==> src/sv/sim_pkg.sv <==
// ----------------------------------------------------------------------------
// sim_pkg: shared types and constants of the sorted interval map
// Holds the response status codes, the request kinds, the cell command set
// and the control and flag bundles that pass between the table cells.
// ----------------------------------------------------------------------------
package sim_pkg;

   localparam logic [2:0] ST_INSERTED = 3'd0;
   localparam logic [2:0] ST_REPLACED = 3'd1;
   localparam logic [2:0] ST_FULL     = 3'd2;
   localparam logic [2:0] ST_HIT      = 3'd3;
   localparam logic [2:0] ST_MISS     = 3'd4;
   localparam logic [2:0] ST_OVERFLOW = 3'd5;

   localparam logic REQ_ADD    = 1'b0;
   localparam logic REQ_LOOKUP = 1'b1;

   localparam int GATHER_GROUP = 32;

   typedef enum logic [2:0] {
      OP_HOLD,
      OP_COMPARE,
      OP_INSERT,
      OP_REPLACE,
      OP_SHIFT,
      OP_SELECT
   } cell_op_type;

   typedef struct packed {
      cell_op_type op;
      logic [63:0] addr;
      logic [63:0] range_end;
   } cell_ctl_type;

   typedef struct packed {
      logic pos;
      logic ovl;
      logic le;
      logic mark;
      logic above;
   } cell_flags_type;

endpackage

==> src/sv/sim_cell.sv <==
// ----------------------------------------------------------------------------
// sim_cell: one entry of the interval table
// Holds one range and its id, compares it against the broadcast request and
// moves its entry to or from a neighbor on insert and compaction steps.
// ----------------------------------------------------------------------------
module sim_cell #(
   parameter int IDX     = 0,
   parameter int ID_BITS = 16,
   parameter int CW      = 7
) (
   input  logic                    clock,
   input  logic                    reset,
   input  sim_pkg::cell_ctl_type   ctl,
   input  logic [ID_BITS-1:0]      tag,
   input  logic [CW-1:0]           count,
   input  sim_pkg::cell_flags_type lo_flags,
   input  logic [63:0]             lo_start,
   input  logic [63:0]             lo_end,
   input  logic [ID_BITS-1:0]      lo_id,
   input  sim_pkg::cell_flags_type up_flags,
   input  logic [63:0]             up_start,
   input  logic [63:0]             up_end,
   input  logic [ID_BITS-1:0]      up_id,
   output sim_pkg::cell_flags_type flags,
   output logic [63:0]             range_start,
   output logic [63:0]             range_end,
   output logic [ID_BITS-1:0]      range_id,
   output logic                    sel_hit,
   output logic [63:0]             sel_start,
   output logic [63:0]             sel_end,
   output logic [ID_BITS-1:0]      sel_id
);
   import sim_pkg::*;

   logic [63:0]        start_ff;
   logic [63:0]        end_ff;
   logic [ID_BITS-1:0] id_ff;
   logic               v_ff;
   logic               endgt_ff;
   logic               stlt_ff;
   logic               le_ff;
   logic               mark_ff;
   logic               above_ff;
   logic               hit_ff;
   logic               valid;
   logic               first_ovl;

   assign valid       = CW'(IDX) < count;
   assign flags.pos   = !v_ff || endgt_ff;
   assign flags.ovl   = v_ff && endgt_ff && stlt_ff;
   assign flags.le    = le_ff;
   assign flags.mark  = mark_ff;
   assign flags.above = above_ff;
   assign first_ovl   = flags.ovl && !lo_flags.ovl;

   always_ff @(posedge clock) begin
      if (reset) begin
         v_ff     <= 1'b0;
         endgt_ff <= 1'b0;
         stlt_ff  <= 1'b0;
         le_ff    <= 1'b0;
         mark_ff  <= 1'b0;
         above_ff <= 1'b0;
         hit_ff   <= 1'b0;
      end else begin
         case (ctl.op)
            OP_COMPARE: begin
               v_ff     <= valid;
               endgt_ff <= valid && (end_ff > ctl.addr);
               stlt_ff  <= valid && (start_ff < ctl.range_end);
               le_ff    <= valid && (start_ff <= ctl.addr);
            end
            OP_REPLACE: begin
               mark_ff  <= flags.ovl && lo_flags.ovl;
               above_ff <= v_ff && !stlt_ff;
            end
            OP_SHIFT: begin
               if (mark_ff || above_ff) begin
                  mark_ff  <= up_flags.mark;
                  above_ff <= up_flags.above;
               end
            end
            OP_SELECT: begin
               hit_ff <= le_ff && !up_flags.le && endgt_ff;
            end
            default: begin
            end
         endcase
      end
   end

   always_ff @(posedge clock) begin
      case (ctl.op)
         OP_INSERT: begin
            if (flags.pos) begin
               if (lo_flags.pos) begin
                  start_ff <= lo_start;
                  end_ff   <= lo_end;
                  id_ff    <= lo_id;
               end else begin
                  start_ff <= ctl.addr;
                  end_ff   <= ctl.range_end;
                  id_ff    <= tag;
               end
            end
         end
         OP_REPLACE: begin
            if (first_ovl) begin
               start_ff <= ctl.addr;
               end_ff   <= ctl.range_end;
               id_ff    <= tag;
            end
         end
         OP_SHIFT: begin
            if (mark_ff || above_ff) begin
               start_ff <= up_start;
               end_ff   <= up_end;
               id_ff    <= up_id;
            end
         end
         default: begin
         end
      endcase
   end

   assign range_start = start_ff;
   assign range_end   = end_ff;
   assign range_id    = id_ff;
   assign sel_hit     = hit_ff;
   assign sel_start   = hit_ff ? start_ff : '0;
   assign sel_end     = hit_ff ? end_ff : '0;
   assign sel_id      = hit_ff ? id_ff : '0;

endmodule

==> config.mk <==
export PLATFORM = sky130hd
export DESIGN_NAME = sim_cell
export DESIGN_NICKNAME = d
export VERILOG_FILES = /design/src/sv/sim_pkg.sv /design/src/sv/sim_cell.sv
export SDC_FILE = /design/constraint.sdc
export NUM_CORES = 1
export LEC_CHECK = 0
export ABC_AREA = 1
export BUFFER_PORTS_ARGS = -buffer_cell sky130_fd_sc_hd__buf_2
export CAP_MARGIN = 30
export CORE_AREA = 3 3 293 295
export CTS_BUF_LIST = sky130_fd_sc_hd__clkbuf_4 sky130_fd_sc_hd__clkbuf_8 sky130_fd_sc_hd__clkbuf_16
export CTS_CLUSTER_SIZE = 8
export DETAILED_ROUTE_END_ITERATION = 16
export DIE_AREA = 0 0 296 298
export SLEW_MARGIN = 20
export SYNTH_ARGS = -nofsm -noshare
export SYNTH_HDL_FRONTEND = slang
export SYNTH_SLANG_ARGS = --single-unit
==> constraint.sdc <==
create_clock -name clock -period 9.2 [get_ports clock]
set_input_delay 0.92 -clock clock [delete_from_list [all_inputs] [get_ports clock]]
set_output_delay 0.92 -clock clock [all_outputs]
set_load 0.01 [all_outputs]
==> metrics.txt <==
# TYPE chip_impl_metric gauge
chip_impl_metric{name="grt_start_max_net_pins",unit=""} 148
chip_impl_metric{name="routabilityCongestion",unit=""} 0.878
chip_impl_info{name="element_type_at_the_critical_path_end",value="flip-flop"} 1
chip_impl_metric{name="drv.max_cap_violation_count",unit=""} 0
chip_impl_metric{name="viasPerCell",unit=""} 4.29
chip_impl_metric{name="asyncSetResetFlopFracSynth",unit="%"} 0
chip_impl_metric{name="mapped_cell_area",unit="sq um"} 14700
chip_impl_metric{name="yosys.cell_types.count",unit=""} 31
chip_impl_metric{name="post_synth_inst_count",unit=""} 2062
chip_impl_info{name="layout_commonest_cell",value="sky130_fd_sc_hd__buf_2"} 1
chip_impl_metric{name="grt-ovfl-total",unit=""} 0
chip_impl_info{name="outcome",value="finished clean"} 1
chip_impl_metric{name="finalSetupTns",unit="ns"} 0
chip_impl_info{name="timing.rr.end",value="range_end[63]$_DFFE_PP_"} 1
chip_impl_metric{name="tightestPinTransition",unit="ns"} 1.06
chip_impl_metric{name="track_usage",unit="%"} 15.8
chip_impl_metric{name="timing.slew.headroom",unit="%"} 29.6
chip_impl_metric{name="first_global_vias",unit=""} 15400
chip_impl_metric{name="core_footprint",unit="sq um"} 83400
chip_impl_metric{name="setup-violations-final",unit=""} 0
chip_impl_info{name="synth_top_area_cell",value="sky130_fd_sc_hd__edfxtp_1"} 1
chip_impl_metric{name="logic_pwr_share",unit="%"} 27.0
chip_impl_metric{name="critPathRequiredTime",unit="ns"} 9.30
chip_impl_info{name="synth.top_cells.by_area",value="sky130_fd_sc_hd__edfxtp_1 (29%), sky130_fd_sc_hd__nand2_1 (19%), sky130_fd_sc_hd__ha_1 (16%)"} 1
chip_impl_metric{name="post_route_cells_drive_above_1_share",unit="%"} 30.4
chip_impl_info{name="critical_path.startpoint_type",value="input pin"} 1
chip_impl_metric{name="die_w",unit="um"} 296
chip_impl_info{name="synth_ff_type",value="sky130_fd_sc_hd__edfxtp_1"} 1
chip_impl_metric{name="area_growth_from_synthesis_to_layout",unit="%"} 36.2
chip_impl_metric{name="floorplan.initialDensity",unit="%"} 17.7
chip_impl_metric{name="antenna_violating_nets_post_route",unit=""} 0
chip_impl_metric{name="period_minus_slack",unit="ns"} 3.77
chip_impl_metric{name="postSynthRegisterBits",unit=""} 151
chip_impl_metric{name="drt_pass1_iterations",unit=""} 5
chip_impl_metric{name="detail_route.wl_per_cell",unit="um"} 19.0
chip_impl_info{name="unrepaired_setup_endpoints_after_global_routing",value="false"} 1
chip_impl_metric{name="clock.fmax",unit="MHz"} 265
chip_impl_metric{name="cts_inserted_buffers",unit=""} 17
chip_impl_metric{name="ctsResizeCount",unit=""} 0
chip_impl_info{name="critPathKind",value="in -> reg"} 1
chip_impl_info{name="endpoint_with_the_worst_hold_slack",value="endgt_ff$_SDFFE_PP0N_"} 1
chip_impl_metric{name="die_h",unit="um"} 298
chip_impl_metric{name="critPathMaxFanout",unit=""} 147
chip_impl_metric{name="arrival",unit="ns"} 3.88
chip_impl_metric{name="worst-r2r-cell-count",unit=""} 6
chip_impl_metric{name="clock_sinks",unit=""} 151
chip_impl_metric{name="detailed_place.area",unit="sq um"} 19500
chip_impl_info{name="hold_start",value="endgt_ff$_SDFFE_PP0N_"} 1
chip_impl_metric{name="post-dp-hpwl",unit="um"} 58800
chip_impl_metric{name="drc",unit=""} 0
chip_impl_metric{name="synth_fp_nets",unit=""} 2707
chip_impl_metric{name="detailedRoute.firstIterationViolations",unit=""} 966
chip_impl_metric{name="synth_edf_count",unit=""} 144
chip_impl_metric{name="htree_levels",unit=""} 4
chip_impl_metric{name="clk-insertion-delay-late",unit="ns"} 0.49
chip_impl_metric{name="dp_worst_setup_slack",unit="ns"} 4.91
chip_impl_metric{name="worst_setup_hold_path_clk_slew",unit="ns"} 0.07
chip_impl_metric{name="timing_max_transition_violations_final",unit=""} 0
chip_impl_metric{name="ys_warn_count",unit=""} 0
chip_impl_info{name="min-delay-path-class",value="reg -> reg"} 1
chip_impl_metric{name="power-per-cell-area",unit="nW/um^2"} 111
chip_impl_metric{name="power.ir.vdd_worst",unit="mV"} 0.139
chip_impl_metric{name="static-leakage-power",unit="uW"} 0.0111
chip_impl_metric{name="syn_avg_cell_area",unit="sq um"} 7.15
chip_impl_metric{name="totalWireLength",unit="um"} 73100
chip_impl_metric{name="regToRegSetupSlack",unit="ns"} 6.39
chip_impl_metric{name="die_area",unit="sq um"} 88200
chip_impl_metric{name="final.period_utilization",unit="%"} 41.0
chip_impl_info{name="cts_tree",value="yes"} 1
chip_impl_metric{name="post-cts-setup-buffers",unit=""} 0
chip_impl_metric{name="finClkSkew",unit="ns"} 0.0203
chip_impl_metric{name="post-synth-top-area-fraction",unit="%"} 29.3
chip_impl_metric{name="placement_rows",unit=""} 106
chip_impl_info{name="critical_path.reg2reg.startpoint",value="endgt_ff$_SDFFE_PP0N_"} 1
chip_impl_metric{name="hold_violations",unit=""} 0
chip_impl_metric{name="p_switching",unit="uW"} 775
chip_impl_metric{name="portBuffers",unit=""} 742
chip_impl_metric{name="synth.yosys.seq_area_share",unit="%"} 30.3
chip_impl_metric{name="io-pin-count",unit=""} 748
chip_impl_metric{name="grt_antenna_before_repair",unit=""} 30
chip_impl_metric{name="final_cell_area",unit="sq um"} 20100
chip_impl_info{name="ctsRootBufferMaster",value="sky130_fd_sc_hd__clkbuf_16"} 1
chip_impl_metric{name="worst_slack",unit="ns"} 5.43
chip_impl_metric{name="netSwitchingFraction",unit="%"} 34.8
chip_impl_info{name="layout.cells.most_common_list",value="sky130_fd_sc_hd__buf_2 (741), sky130_fd_sc_hd__nand2_1 (740), sky130_fd_sc_hd__inv_1 (325)"} 1
chip_impl_metric{name="p_seq_share",unit="%"} 39.1
chip_impl_metric{name="power_frac_clock",unit="%"} 34.0
chip_impl_metric{name="layout.nets",unit=""} 3383
chip_impl_metric{name="power_report.internal_total",unit="uW"} 1450
chip_impl_metric{name="timing.hold.worst_path_depth",unit=""} 2
chip_impl_metric{name="ctsHoldBuffers",unit=""} 0
chip_impl_metric{name="grt_first_pass_wirelength",unit="um"} 102000
chip_impl_metric{name="dr_total_vias",unit=""} 16500
chip_impl_metric{name="cts_buffer_depth",unit=""} 2
per-stage QoR:
| stage | cells | power [uW] | hold slack [ns] | utilization, % |
|---|---|---|---|---|
| 2_1_floorplan | 2062 | 1210 | 0.449 | - |
| 3_3_place_gp | 3798 | 1480 | 0.470 | 23.3 |
| 3_5_place_dp | 3799 | 1490 | 0.476 | 23.3 |
| 4_1_cts | 3830 | 2280 | 0.487 | 24.0 |
| 5_1_grt | 3838 | 2370 | 0.510 | 24.0 |
| 6_report | 3843 | 2230 | 0.484 | 24.1 |
power by group through the flow:
| stage | logic, uW | registers (uW) | clock network [uW] |
|---|---|---|---|
| 2_1_floorplan | 329 | 883 | 0 |
| 3_3_place_gp | 594 | 887 | 0 |
| 3_5_place_dp | 607 | 887 | 0 |
| 4_1_cts | 610 | 872 | 795 |
| 5_1_grt | 685 | 875 | 814 |
| 6_report | 601 | 871 | 757 |
logic make-up (layout without fill, tap and decap cells):
family	after synthesis	in the layout	share of synthesized area (%)
compound gates	437	437	19.0
fa+ha+maj	191	191	16.2
buf+inv	427	1115	11.9
flops	151	151	30.3
other cells	0	13	0
simple gates	856	856	22.7
cells in the mapped netlist, types with 2 or more instances:
| library cell | count |
|---|---|
| sky130_fd_sc_hd__nand3_1 | 19 |
| sky130_fd_sc_hd__nor4_1 | 3 |
| sky130_fd_sc_hd__ha_1 | 191 |
| sky130_fd_sc_hd__dfxtp_1 | 7 |
| sky130_fd_sc_hd__o211ai_1 | 109 |
| sky130_fd_sc_hd__buf_2 | 46 |
| sky130_fd_sc_hd__nand4_1 | 17 |
| sky130_fd_sc_hd__nand3b_1 | 2 |
| sky130_fd_sc_hd__clkbuf_1 | 30 |
| sky130_fd_sc_hd__a21oi_1 | 102 |
| sky130_fd_sc_hd__inv_2 | 3 |
| sky130_fd_sc_hd__nand2_1 | 741 |
| sky130_fd_sc_hd__o21a_1 | 9 |
| sky130_fd_sc_hd__edfxtp_1 | 144 |
| sky130_fd_sc_hd__nor3_1 | 12 |
| sky130_fd_sc_hd__o21bai_1 | 2 |
| sky130_fd_sc_hd__inv_1 | 325 |
| sky130_fd_sc_hd__o211ai_2 | 40 |
| sky130_fd_sc_hd__o21ai_0 | 171 |
| sky130_fd_sc_hd__buf_4 | 22 |
| sky130_fd_sc_hd__nor2_1 | 57 |
area by class of cell:
type                       count  area (sq um)
fill                        9353         63400
clock inverter                13           133
timing repair buffer         756          3860
clock buffer                  18           433
sequential                   151          4470
antenna                       13          32.5
inverter                     328          1230
tap                         1080          1350
multi-input combinational   1484          8560
critical path, stage by stage:
cell,delay (ns)
sky130_fd_sc_hd__buf_2,0.17
sky130_fd_sc_hd__nor3_4,0.23
sky130_fd_sc_hd__buf_12,0.49
sky130_fd_sc_hd__o21ai_1,0.31
sky130_fd_sc_hd__a21oi_4,0.20
sky130_fd_sc_hd__buf_4,0.52
sky130_fd_sc_hd__buf_4,0.76
per-layer routing:
| metal | share of wire [%] | GRT usage (%) |
|---|---|---|
| met5 | 0.090 | 0 |
| met4 | 2.3 | 5.20 |
| met2 | 48 | 26.8 |
| met1 | 42 | 20.0 |
| met3 | 7.2 | 3.29 |
sequential cells by signal (all words and copies together), names as in the netlist:
| register | flops |
|---|---|
| v_ff | 1 |
| sel_hit | 1 |
| range_end | 64 |
| range_start | 64 |
| range_id | 16 |
| mark_ff | 1 |
| stlt_ff | 1 |
| above_ff | 1 |
| le_ff | 1 |
| endgt_ff | 1 |
worst max-delay path by stage:
| stage | to | from | slack [ns] |
|---|---|---|---|
| 2_1_floorplan | range_end[0]$_DFFE_PP_ | ctl[128] | 0.16 |
| 3_3_place_gp | range_start[13]$_DFFE_PP_ | ctl[128] | 4.92 |
| 3_5_place_dp | range_start[2]$_DFFE_PP_ | ctl[128] | 4.91 |
| 4_1_cts | sel_end[7] | sel_hit$_SDFFE_PP0N_ | 5.43 |
| 5_1_grt | range_start[1]$_DFFE_PP_ | ctl[128] | 5.28 |
| 6_report | range_end[63]$_DFFE_PP_ | ctl[128] | 5.43 |
No activity file was read; power rests on OpenSTA's default activity.
